$ cat src/hw/rtl/percent_escape_decoder_top_assert.svh
// Assertion macros used by the percent-escape decoder result queue.
`ifndef PERCENT_ESCAPE_DECODER_TOP_ASSERT_SVH
`define PERCENT_ESCAPE_DECODER_TOP_ASSERT_SVH

// Same-cycle implication, disabled while in reset.
`define PCT_ASSERT_IMPL(label, clk, rst_n, ante, cons, msg) \
    label: assert property (@(posedge clk) disable iff (!rst_n) (ante) |-> (cons)) \
        else $error(msg);

// Next-cycle implication, disabled while in reset.
`define PCT_ASSERT_NEXT(label, clk, rst_n, ante, cons, msg) \
    label: assert property (@(posedge clk) disable iff (!rst_n) (ante) |=> (cons)) \
        else $error(msg);

`endif

$ cat src/hw/rtl/pct_dec_pkg.sv
package pct_dec_pkg;

    localparam logic [7:0] PCT_CHAR   = 8'h25;
    localparam logic [7:0] DIGIT_ZERO = 8'h30;
    localparam logic [7:0] DIGIT_NINE = 8'h39;
    localparam logic [7:0] UPPER_A    = 8'h41;
    localparam logic [7:0] UPPER_Z    = 8'h5A;
    localparam logic [7:0] LOWER_A    = 8'h61;
    localparam logic [7:0] CASE_GAP   = 8'h20;
    localparam logic [7:0] HEX_TEN    = 8'd10;

    // Result queue geometry
    localparam int QDEPTH = 4;
    localparam int QPTR_W = $clog2(QDEPTH);
    localparam int QCNT_W = $clog2(QDEPTH + 1);

    typedef enum logic [1:0] {
        PHASE_IDLE  = 2'd0,
        PHASE_PCT   = 2'd1,
        PHASE_DIGIT = 2'd2
    } phase_t;

    typedef struct packed {
        logic [7:0] data;
        logic       last;
    } result_t;

    // Results produced by one accepted byte
    typedef struct packed {
        logic [1:0] count;
        result_t    first;
        result_t    second;
    } decode_out_t;

    // Nibble value of a hex digit, no validity check, mod 256
    function automatic logic [7:0] hex_of(input logic [7:0] b);
        logic [7:0] low;
        low = b;
        if (b >= DIGIT_ZERO && b <= DIGIT_NINE) begin
            return b - DIGIT_ZERO;
        end
        if (b >= UPPER_A && b <= UPPER_Z) begin
            low = b + CASE_GAP;
        end
        return low - LOWER_A + HEX_TEN;
    endfunction

endpackage

$ cat src/hw/rtl/pct_dec_if.sv
interface pct_in_if;
    import pct_dec_pkg::*;
    logic       valid;
    logic       ready;
    logic [7:0] in_byte;
    logic       in_last;

    modport source (output valid, output in_byte, output in_last, input ready);
    modport sink   (input valid, input in_byte, input in_last, output ready);
endinterface

interface pct_out_if;
    import pct_dec_pkg::*;
    logic       valid;
    logic       ready;
    logic [7:0] out_byte;
    logic       out_last;

    modport source (output valid, output out_byte, output out_last, input ready);
    modport sink   (input valid, input out_byte, input out_last, output ready);
endinterface

$ cat src/hw/rtl/percent_escape_decoder_top.sv
// Channel   Dir  Payload             Handshake
// escaped   in   in_byte, in_last    valid/ready
// decoded   out  out_byte, out_last  valid/ready
//
// One input byte per cycle while the queue has room; a decoded byte is
// written to the result queue when its last input byte is taken. A percent
// sign followed by a last byte yields two bytes, so the 4-entry result queue
// sets the rate: input is taken whenever at least two queue slots are free.
// Reset (rst_n low, asynchronous) clears escape state and the queue.
// Output stalls back up into input only once the queue holds over two bytes.
module percent_escape_decoder_top
    import pct_dec_pkg::*;
(
    input  logic       clk,
    input  logic       rst_n,
    pct_in_if.sink     escaped,
    pct_out_if.source  decoded
);

    logic        accept;
    logic        has_room;
    logic        head_valid;
    result_t     head;
    decode_out_t results;

    assign escaped.ready = has_room;
    assign accept        = escaped.valid && has_room;

    pct_dec_decode u_decode (
        .clk     (clk),
        .rst_n   (rst_n),
        .accept  (accept),
        .in_byte (escaped.in_byte),
        .in_last (escaped.in_last),
        .results (results)
    );

    pct_dec_queue u_queue (
        .clk        (clk),
        .rst_n      (rst_n),
        .push       (accept),
        .results    (results),
        .has_room   (has_room),
        .head_valid (head_valid),
        .head       (head),
        .pop_ready  (decoded.ready)
    );

    assign decoded.valid    = head_valid;
    assign decoded.out_byte = head.data;
    assign decoded.out_last = head.last;

endmodule

$ cat src/hw/rtl/pct_dec_decode.sv
module pct_dec_decode
    import pct_dec_pkg::*;
(
    input  logic        clk,
    input  logic        rst_n,
    input  logic        accept,
    input  logic [7:0]  in_byte,
    input  logic        in_last,
    output decode_out_t results
);

    phase_t     phase_reg, phase_next;
    logic [7:0] held_reg, held_next;
    logic [7:0] held_hex;
    logic [7:0] escaped_val;

    // Combine held digit and current digit
    assign held_hex    = hex_of(held_reg);
    assign escaped_val = {held_hex[3:0], 4'b0000} + hex_of(in_byte);

    // Next-state and result selection
    always_comb
    begin
        phase_next            = phase_reg;
        held_next             = held_reg;
        results.count         = 2'd0;
        results.first.data    = in_byte;
        results.first.last    = in_last;
        results.second.data   = in_byte;
        results.second.last   = 1'b1;
        case (phase_reg)
            PHASE_PCT:
            begin
                if (in_last)
                begin
                    // percent with one byte after it: both pass through
                    results.count      = 2'd2;
                    results.first.data = PCT_CHAR;
                    results.first.last = 1'b0;
                    phase_next         = PHASE_IDLE;
                end
                else
                begin
                    held_next  = in_byte;
                    phase_next = PHASE_DIGIT;
                end
            end
            PHASE_DIGIT:
            begin
                results.count      = 2'd1;
                results.first.data = escaped_val;
                phase_next         = PHASE_IDLE;
            end
            default:
            begin
                if (in_byte == PCT_CHAR && !in_last)
                begin
                    phase_next = PHASE_PCT;
                end
                else
                begin
                    results.count = 2'd1;
                    phase_next    = PHASE_IDLE;
                end
            end
        endcase
    end

    // Escape state, advanced per accepted transaction
    always_ff @(posedge clk or negedge rst_n)
    begin
        if (!rst_n)
        begin
            phase_reg <= PHASE_IDLE;
            held_reg  <= 8'd0;
        end
        else if (accept)
        begin
            phase_reg <= phase_next;
            held_reg  <= held_next;
        end
    end

endmodule

$ cat src/hw/rtl/pct_dec_queue.sv
`include "percent_escape_decoder_top_assert.svh"

module pct_dec_queue
    import pct_dec_pkg::*;
(
    input  logic        clk,
    input  logic        rst_n,
    input  logic        push,
    input  decode_out_t results,
    output logic        has_room,
    output logic        head_valid,
    output result_t     head,
    input  logic        pop_ready
);

    result_t             entries_reg [QDEPTH];
    logic [QPTR_W-1:0]   wr_ptr_reg, wr_ptr_next;
    logic [QPTR_W-1:0]   rd_ptr_reg, rd_ptr_next;
    logic [QCNT_W-1:0]   count_reg, count_next;
    logic [QCNT_W-1:0]   push_n;
    logic                pop;
    logic [QPTR_W-1:0]   wr_ptr_plus1;

    // Room for the two results one transaction can make
    assign has_room   = (count_reg <= QCNT_W'(QDEPTH - 2));
    assign head_valid = (count_reg != '0);
    assign head       = entries_reg[rd_ptr_reg];
    assign pop        = head_valid && pop_ready;
    assign push_n     = push ? QCNT_W'(results.count) : '0;
    assign wr_ptr_plus1 = wr_ptr_reg + QPTR_W'(1);

    // Pointer and occupancy update
    always_comb
    begin
        wr_ptr_next = wr_ptr_reg + QPTR_W'(push_n);
        rd_ptr_next = rd_ptr_reg + QPTR_W'(pop);
        count_next  = count_reg + push_n - QCNT_W'(pop);
    end

    always_ff @(posedge clk or negedge rst_n)
    begin
        if (!rst_n)
        begin
            wr_ptr_reg <= '0;
            rd_ptr_reg <= '0;
            count_reg  <= '0;
        end
        else
        begin
            wr_ptr_reg <= wr_ptr_next;
            rd_ptr_reg <= rd_ptr_next;
            count_reg  <= count_next;
        end
    end

    // Result storage, up to two writes per cycle
    always_ff @(posedge clk)
    begin
        if (push && results.count != 2'd0)
        begin
            entries_reg[wr_ptr_reg] <= results.first;
        end
        if (push && results.count == 2'd2)
        begin
            entries_reg[wr_ptr_plus1] <= results.second;
        end
    end

    `PCT_ASSERT_IMPL(a_push_fits, clk, rst_n, push,
        count_reg <= QCNT_W'(QDEPTH - 2), "push into queue without room for two")
    `PCT_ASSERT_NEXT(a_pop_only, clk, rst_n, pop && push_n == '0,
        count_reg == $past(count_reg) - QCNT_W'(1), "occupancy not reduced by lone pop")
    `PCT_ASSERT_NEXT(a_double_push, clk, rst_n, push && results.count == 2'd2 && !pop,
        count_reg == $past(count_reg) + QCNT_W'(2), "double result not counted")

endmodule
$ cat src/flat_wrapper.sv
// flat-port wrapper written by rule: the top's interface ports become plain ports
module percent_escape_decoder_top_flat import pct_dec_pkg::*;
  (clk, rst_n, escaped_valid, escaped_in_byte, escaped_in_last, escaped_ready, decoded_valid, decoded_out_byte, decoded_out_last, decoded_ready);
  pct_in_if escaped_i ();
  pct_out_if decoded_i ();
  input  logic clk;
  input  logic rst_n;
  input wire logic [$bits(escaped_i.valid)-1:0] escaped_valid;
  input wire logic [$bits(escaped_i.in_byte)-1:0] escaped_in_byte;
  input wire logic [$bits(escaped_i.in_last)-1:0] escaped_in_last;
  output wire logic [$bits(escaped_i.ready)-1:0] escaped_ready;
  output wire logic [$bits(decoded_i.valid)-1:0] decoded_valid;
  output wire logic [$bits(decoded_i.out_byte)-1:0] decoded_out_byte;
  output wire logic [$bits(decoded_i.out_last)-1:0] decoded_out_last;
  input wire logic [$bits(decoded_i.ready)-1:0] decoded_ready;
  assign escaped_i.valid = escaped_valid;
  assign escaped_i.in_byte = escaped_in_byte;
  assign escaped_i.in_last = escaped_in_last;
  assign escaped_ready = escaped_i.ready;
  assign decoded_valid = decoded_i.valid;
  assign decoded_out_byte = decoded_i.out_byte;
  assign decoded_out_last = decoded_i.out_last;
  assign decoded_i.ready = decoded_ready;
  percent_escape_decoder_top u_core (.clk(clk), .rst_n(rst_n), .escaped(escaped_i), .decoded(decoded_i));
endmodule
$ cat config.mk
export PLATFORM = sky130hd
export DESIGN_NAME = percent_escape_decoder_top_flat
export DESIGN_NICKNAME = d
export VERILOG_FILES = /design/src/hw/rtl/pct_dec_pkg.sv /design/src/hw/rtl/pct_dec_if.sv /design/src/hw/rtl/percent_escape_decoder_top.sv /design/src/hw/rtl/pct_dec_decode.sv /design/src/hw/rtl/pct_dec_queue.sv /design/src/flat_wrapper.sv
export VERILOG_INCLUDE_DIRS = /design/src /design/src/hw/rtl
export SDC_FILE = /design/constraint.sdc
export NUM_CORES = 1
export LEC_CHECK = 0
export CAP_MARGIN = 20
export CORE_MARGIN = 3
export CORE_UTILIZATION = 55
export DETAILED_ROUTE_END_ITERATION = 7
export DONT_BUFFER_PORTS = 1
export GPL_TIMING_DRIVEN = 0
export PLACE_DENSITY_LB_ADDON = 0.3
export SLEW_MARGIN = 20
export SYNTH_ARGS = -nofsm -noshare
export SYNTH_HDL_FRONTEND = slang
export SYNTH_SLANG_ARGS = --single-unit
$ cat constraint.sdc
create_clock -name clk -period 8 [get_ports clk]
set_input_delay 1.6 -clock clk [delete_from_list [all_inputs] [get_ports clk]]
set_output_delay 1.6 -clock clk [all_outputs]
set_load 0.05 [all_outputs]
==> results of run 1 <==
[layer usage]
layer,routed length [µm],up-vias
li1,-,1252
met1,3580,1246
met2,3710,96
met3,477,10
met4,84,0
met5,0,-
[final cells by class]
| type | count | area share, % |
|---|---|---|
| clock inverter | 3 | 1.12 |
| buffer | 16 | 2.26 |
| sequential | 53 | 37.3 |
| tap | 77 | 2.45 |
| clock buffer | 5 | 1.75 |
| inverter | 19 | 1.94 |
| multi-input combinational | 240 | 53.1 |
[cell usage after synthesis (4+ instances only)]
cell type	count
a211o_1	4
a22o_1	16
a22o_2	4
a31oi_1	4
and2_1	4
buf_2	4
clkbuf_1	8
dfrtp_1	17
dfxtp_1	4
edfxtp_1	32
ha_1	25
inv_1	18
mux2_2	5
mux2i_1	4
mux4_2	9
nand2_1	23
nand2b_1	4
nand3_1	5
nand4_1	4
nor2_1	23
nor2b_1	4
nor3_2	4
o2111ai_1	8
o2111ai_2	4
o21ai_0	17
o21ai_1	5
o22ai_1	5
or2_1	4
xnor2_1	8
xor2_1	6
[worst max-delay path: stages]
cell	delay, ns
clkbuf_1	0.38
inv_1	0.16
ha_1	0.24
and4bb_1	0.21
o21bai_2	0.27
nand4_1	0.16
nor2b_1	0.17
xor2_1	0.14
mux2_2	0.30
ha_1	0.28
a21o_1	0.16
a21oi_1	0.16
xnor2_1	0.19
xor2_1	0.32
o2111ai_1	0.18
nand3_1	0.13
[metrics by stage]
step | hold slack (ns) | utilization (%)
2_1_floorplan | 0.430 | -
3_3_place_gp | 0.446 | 59.1
3_5_place_dp | 0.446 | 59.1
4_1_cts | 0.472 | 60.8
5_1_grt | 0.491 | 60.8
6_report | 0.470 | 60.8
[path summary, 6_finish.rpt]
check                                            startpoint                          endpoint  slack [ns]
max reg2reg                     u_core.u_decode.held_reg[0]  u_core.u_queue.entries_reg[0][8]        4.67
min                        u_core.u_queue.entries_reg[2][0]  u_core.u_queue.entries_reg[2][0]        0.47
min reg2reg                u_core.u_queue.entries_reg[2][0]  u_core.u_queue.entries_reg[2][0]        0.47
max                                      escaped_in_byte[0]  u_core.u_queue.entries_reg[0][8]        3.11
max in group asynchronous                             rst_n       u_core.u_decode.held_reg[0]        6.97
min in group asynchronous                             rst_n      u_core.u_decode.phase_reg[1]        0.96
[cells by family after synthesis]
kind of cell             share of synthesized area, %
multiplexers                                     8.34
AND/OR/NAND/NOR                                  13.8
adder cells (fa/ha/maj)                          9.49
flip-flops                                       39.4
buffers and inverters                            4.44
XOR/XNOR                                         3.30
AO/OA/AOI/OAI                                    21.2
[power by group through the flow]
stage	clock, W	sequential, W	combinational, W
after CTS	0.000192	0.000388	0.000507
after detailed placement	0	0.000395	0.000505
after global placement	0	0.000392	0.000494
after floorplan	0	0.000386	0.000436
final	0.000189	0.000388	0.000501
after global routing	0.000202	0.000395	0.000549
==> results by group, run 1 <==
Place
  – Placed cells: 405
  – Gp weighted congestion: 0.908
  – Place WS: 2.86 ns
  – Post-DP HPWL: 5990 µm
  – Placed cell areas: 3810 µm²
  – PortBufs: 0

Pwr
  – Part of the power in registers: 36.0%
  – Power share of the clock group: 17.5%
  – Tot Pwr: 0.00108 W
  – VDD IR-drop max: 181 µV
  – Sw Share: 42.7%
  – Pint: 0.000618 W
  – Switching power: 0.000461 W
  – Comb power frac: 46.5%
  – PwrDens: 275 nW/µm²
  – LEAKAGE: 1.52 nW

Die
  – Site Rows: 29
  – Die area: 7780 µm²
  – Die width: 88.2 µm
  – Die Y: 88.2 µm
  – Starting Density: 57.6%
  – Core Region: 6460 µm²
  – IO Pins: 24

STA
  – Setup WS post-layout: 3.11 ns
  – # setup viols final: 0
  – Final hold violations: 0
  – Tcrit/Tclk final: 61.1%
  – Setup Skew: 0.0133 ns
  – Max-slew violation count: 0
  – RSZ-0062 raised after global routing: no
  – Max Freq: 205 MHz
  – Setup_tns: 0 ns
  – Worst slew pin tran: 1.09 ns
  – Fin crit period: 4.89 ns
  – Worst slew margin: 27.2%

Clock tree
  – Clock sink total: 53
  – CTS-repair resized insts: 0
  – Clock slew at reported path FFs: 0.10 ns
  – CTS tree: done
  – H-tree levels: 2
  – CTS Buf Count: 5
  – Root buf cell: clkbuf_8
  – Hold_buf cts: 0
  – Longest Clk Path Bufs: 2
  – Worst-Skew Late Latency: 0.32 ns
  – Post-CTS setup buffer count: 0

Finish
  – Fill cells: 523
  – Flip-flop count of the largest register after layout: 36
  – Area occupied by multi-input gates: 2090 µm²
  – Fin nets: 375
  – ANT cells: 0
  – Final design instance area without fill: 3930 µm²
  – FF/Latch Area: 1470 µm²
  – Most common cell after layout, fill and taps aside: edfxtp_1
  – Commonest cells after routing, fill and taps aside: 32 x edfxtp_1, 25 x ha_1, 23 x nand2_1, 23 x nor2_1, 18 x inv_1
  – Share of cells above drive strength 1: 19.6%
  – Layout Cells excl Fill: 413
  – Synth-to-Final Area Change: 5.62%

Worst setup path
  – CP Launch Type: input pin
  – Worst EP required: 8.17 ns
  – Setup crit end kind: register
  – Reg2Reg Depth: 12
  – WP data arrival: 5.06 ns
  – CP Max Fanout: 10
  – Kind of critical path: in2reg

Global route
  – Met3 Resource Use GR: 4.56%
  – Gr usage total: 22.1%
  – Grt met2 use: 34.7%
  – Largest net degree at the start of global routing: 18
  – Antenna violations before repair: 0
  – First-pass GRT wire length: 13300 µm
  – Global route overflow: 0
  – Met1 usage: 31.0%
  – Busiest grt layer: met2
  – Vias in the first global route: 2634

Detailed routing
  – 1st-iter DRT viols: 179
  – Residual DRC: 0
  – Vias/cell: 6.31
  – TritonRoute pass-1 iters: 5
  – Antenna-violating nets left: 0
  – Total Routed Length: 7850 µm
  – Routed length per placed instance: 19.0 µm
  – Vias after detailed routing: 2604

Status
  – Outcome: finished clean

Logic synthesis
  – Ys async rst share: 32.1%
  – Post-synth EDFFs: 32
  – Top cells by area, synth: edfxtp_1 26%, dfrtp_1 11%, ha_1 8.4%
  – Yosys top cell by area: edfxtp_1
  – Unique masters post-synth: 69
  – Post-Syn Area: 3720 µm²
  – Seq/Total Area, Yosys: 39.4%
  – Post-synthesis cell count: 328
  – Top-area cell type share of the netlist area: 25.8%
  – Seq cells post-synth: 53
  – Dominant synthesized flop cell: edfxtp_1
  – Syn avg cell area: 11.3 µm²
  – Yosys warns: 0
  – Syn nets: 368

Min path
  – WHS Path Cells: 1
  – Worst hold path type: reg2reg

Job
  – Max capacitance violation total: 0
(Power assumes the default switching activity.)
==> run 2, diff against run 1 <==
--- a/config.mk
+++ b/config.mk
@@ -6,6 +6,7 @@
 export SDC_FILE = /design/constraint.sdc
 export NUM_CORES = 1
 export LEC_CHECK = 0
+export ABC_AREA = 1
 export CAP_MARGIN = 20
 export CORE_MARGIN = 3
 export CORE_UTILIZATION = 55
==> constraint.sdc (replaced) <==
create_clock -name clk -period 5.13 [get_ports clk]
set_input_delay 1.026 -clock clk [delete_from_list [all_inputs] [get_ports clk]]
set_output_delay 1.026 -clock clk [all_outputs]
set_load 0.05 [all_outputs]
==> run 2 against run 1 <==
Register-to-register slack lost 2.8 ns; global-route usage is 1.2 points higher; non-clock buffer count shrank 9; first-iteration DRC count grew 37%; synthesized cell count up 26%; via count increased by 9.1%; routed wire length is 0.98% higher; worst setup slack lost 2.0 ns; clock power rose by 25%; largest cell class unchanged; largest power group unchanged.
==> results by group, run 2 <==
Job
  – Max capacitance violation total: 0

Worst setup path
  – Cell mode on critical path: nand2_1
  – CP Launch Type: input pin
  – Max incr delay on CP: 0.29 ns
  – Reg-to-reg setup timing slack: 1.84 ns
  – CP Max Fanout: 9
  – Setup crit end kind: register
  – Worst EP required: 5.21 ns
  – WP data arrival: 4.05 ns
  – Slowest CP cell: a31oi_1
  – Kind of critical path: in2reg

Finish
  – Most common cell after layout, fill and taps aside: nand2_1
  – Synth-to-Final Area Change: 5.21%
  – Share of cells above drive strength 1: 11.2%
  – Fin nets: 459
  – Fill cells: 544
  – Flip-flop count of the largest register after layout: 36
  – Area occupied by multi-input gates: 1780 µm²
  – Commonest cells after routing, fill and taps aside: 80 x nand2_1, 46 x o21ai_0, 40 x inv_1
  – FF/Latch Area: 1470 µm²
  – Layout Cells excl Fill: 495
  – ANT cells: 0

Place
  – Placed cells: 487
  – Post-DP HPWL: 6170 µm
  – Gp weighted congestion: 0.915
  – Place WS: 0.854 ns
  – PortBufs: 0

Die
  – Starting Density: 57.8%
  – Die width: 85.6 µm
  – Die area: 7320 µm²
  – IO Pins: 24
  – Site Rows: 28
  – Die Y: 85.6 µm
  – Core Region: 6030 µm²

STA
  – Setup_tns: 0 ns
  – Max Freq: 252 MHz
  – # setup viols final: 0
  – Tcrit/Tclk final: 77.4%
  – Fin crit period: 3.97 ns
  – Setup WS post-layout: 1.16 ns
  – Final hold violations: 0
  – RSZ-0062 raised after global routing: no
  – Worst slew pin tran: 1.12 ns
  – Max-slew violation count: 0
  – Setup Skew: 0.00675 ns
  – Worst slew margin: 25.2%

Clock tree
  – CTS-repair resized insts: 0
  – Root buf cell: clkbuf_8
  – H-tree levels: 2
  – Longest Clk Path Bufs: 2
  – Post-CTS setup buffer count: 0
  – Clock sink total: 53
  – Hold_buf cts: 0
  – CTS Buf Count: 5
  – Worst-Skew Late Latency: 0.31 ns
  – CTS tree: done
  – Clock slew at reported path FFs: 0.09 ns

Logic synthesis
  – Post-synth EDFFs: 32
  – Most instantiated library cell after synthesis: nand2_1
  – Ys async rst share: 32.1%
  – Yosys warns: 0
  – Top cells by count, synth: 80 x nand2_1, 46 x o21ai_0, 40 x inv_1, 35 x nor2_1, 32 x edfxtp_1
  – Top cells by area, synth: edfxtp_1 28%, dfrtp_1 12%, ha_1 9.0%
  – Top-area cell type share of the netlist area: 27.6%
  – Syn avg cell area: 8.45 µm²
  – Syn nets: 452
  – Dominant synthesized flop cell: edfxtp_1
  – Seq cells post-synth: 53
  – Seq/Total Area, Yosys: 42.1%
  – Yosys top cell by area: edfxtp_1
  – Post-Syn Area: 3480 µm²
  – Unique masters post-synth: 41
  – Post-synthesis cell count: 412

Global route
  – Vias in the first global route: 2723
  – Met3 Resource Use GR: 3.94%
  – Gr usage total: 23.2%
  – Grt met2 use: 39.0%
  – Busiest grt layer: met2
  – First-pass GRT wire length: 13400 µm
  – Antenna violations before repair: 0
  – Global route overflow: 0
  – Largest net degree at the start of global routing: 18
  – Met1 usage: 30.0%

Detailed routing
  – Antenna-violating nets left: 0
  – 1st-iter DRT viols: 245
  – Vias after detailed routing: 2840
  – TritonRoute pass-1 iters: 5
  – Residual DRC: 0
  – Vias/cell: 5.74
  – Routed length per placed instance: 16.0 µm
  – Total Routed Length: 7930 µm

Status
  – Outcome: finished clean

Min path
  – Worst hold path type: in2async

Pwr
  – PwrDens: 415 nW/µm²
  – LEAKAGE: 1.65 nW
  – VDD IR-drop max: 296 µV
==> run 2: changes by cell type after synthesis, sizes merged, moves of 14 or more <==
cell / delta
nand3: +21
inv: +34
a22o: -20
nand2: +67
o22ai: +22
o21ai: +27
nor2: +14
==> run 2: area by class of cell <==
type	count	area share (%)
multi-input cells	300	48.5
flip-flops and latches	53	40.0
inverters	52	5.40
well taps	75	2.56
clock buffers	6	1.98
plain buffers	7	1.13
clock inverters	2	0.410
==> run 2: power breakdown <==
group	switching, W	internal (W)
sequential	0.0000429	0.000535
clock	0.000141	0.0000964
combinational	0.000540	0.000165
==> run 2: cells by family (layout without fill, tap and decap cells) <==
| family | Yosys count | count (layout) | synth area share, % |
|---|---|---|---|
| flip-flops | 53 | 53 | 42.1 |
| XOR/XNOR | 12 | 12 | 3.02 |
| AND/OR/NAND/NOR | 166 | 166 | 22.1 |
| buffers and inverters | 59 | 67 | 6.87 |
| adder cells (fa/ha/maj) | 27 | 27 | 10.1 |
| AO/OA/AOI/OAI | 95 | 95 | 15.8 |
==> run 2: path summary, 6_finish.rpt <==
path | from | depth (start not counted) | end
worst max-delay path | escaped_in_byte[4] | 25 | u_core.u_queue.entries_reg[0][8]
worst min-delay path | rst_n | 0 | u_core.u_queue.rd_ptr_reg[1]
worst max register to register | u_core.u_queue.count_reg[1] | 10 | u_core.u_queue.count_reg[2]
worst min register to register | u_core.u_queue.entries_reg[2][0] | 2 | u_core.u_queue.entries_reg[2][0]
max in group asynchronous | rst_n | 0 | u_core.u_decode.held_reg[2]
min in group clk | u_core.u_queue.entries_reg[2][0] | 2 | u_core.u_queue.entries_reg[2][0]
==> run 2: stage by stage <==
stage	cell area [µm²]	util [%]	hold WS, ns	total power [W]
final	3660	60.8	0.396	0.00152
after global routing	3660	60.8	0.375	0.00162
after CTS	3660	60.8	0.386	0.00153
after detailed placement	3570	59.3	0.467	0.00130
after global placement	3570	59.3	0.457	0.00127
after floorplan	3480	-	0.430	0.00117
==> run 2: critical path, delay by kind of cell <==
kind	cells	cell delay (ns)
AOI/OAI and AO/OA	3	0.43
adders and majority gates	2	0.47
buffers and inverters	3	0.36
and+or+nand+nor	17	1.77
==> run 2: routing by layer <==
layer | share of wire, % | wire [µm]
met1 | 44 | 3470
met4 | 2.1 | 170
met3 | 5.4 | 427
met2 | 49 | 3860
met5 | 0 | 0
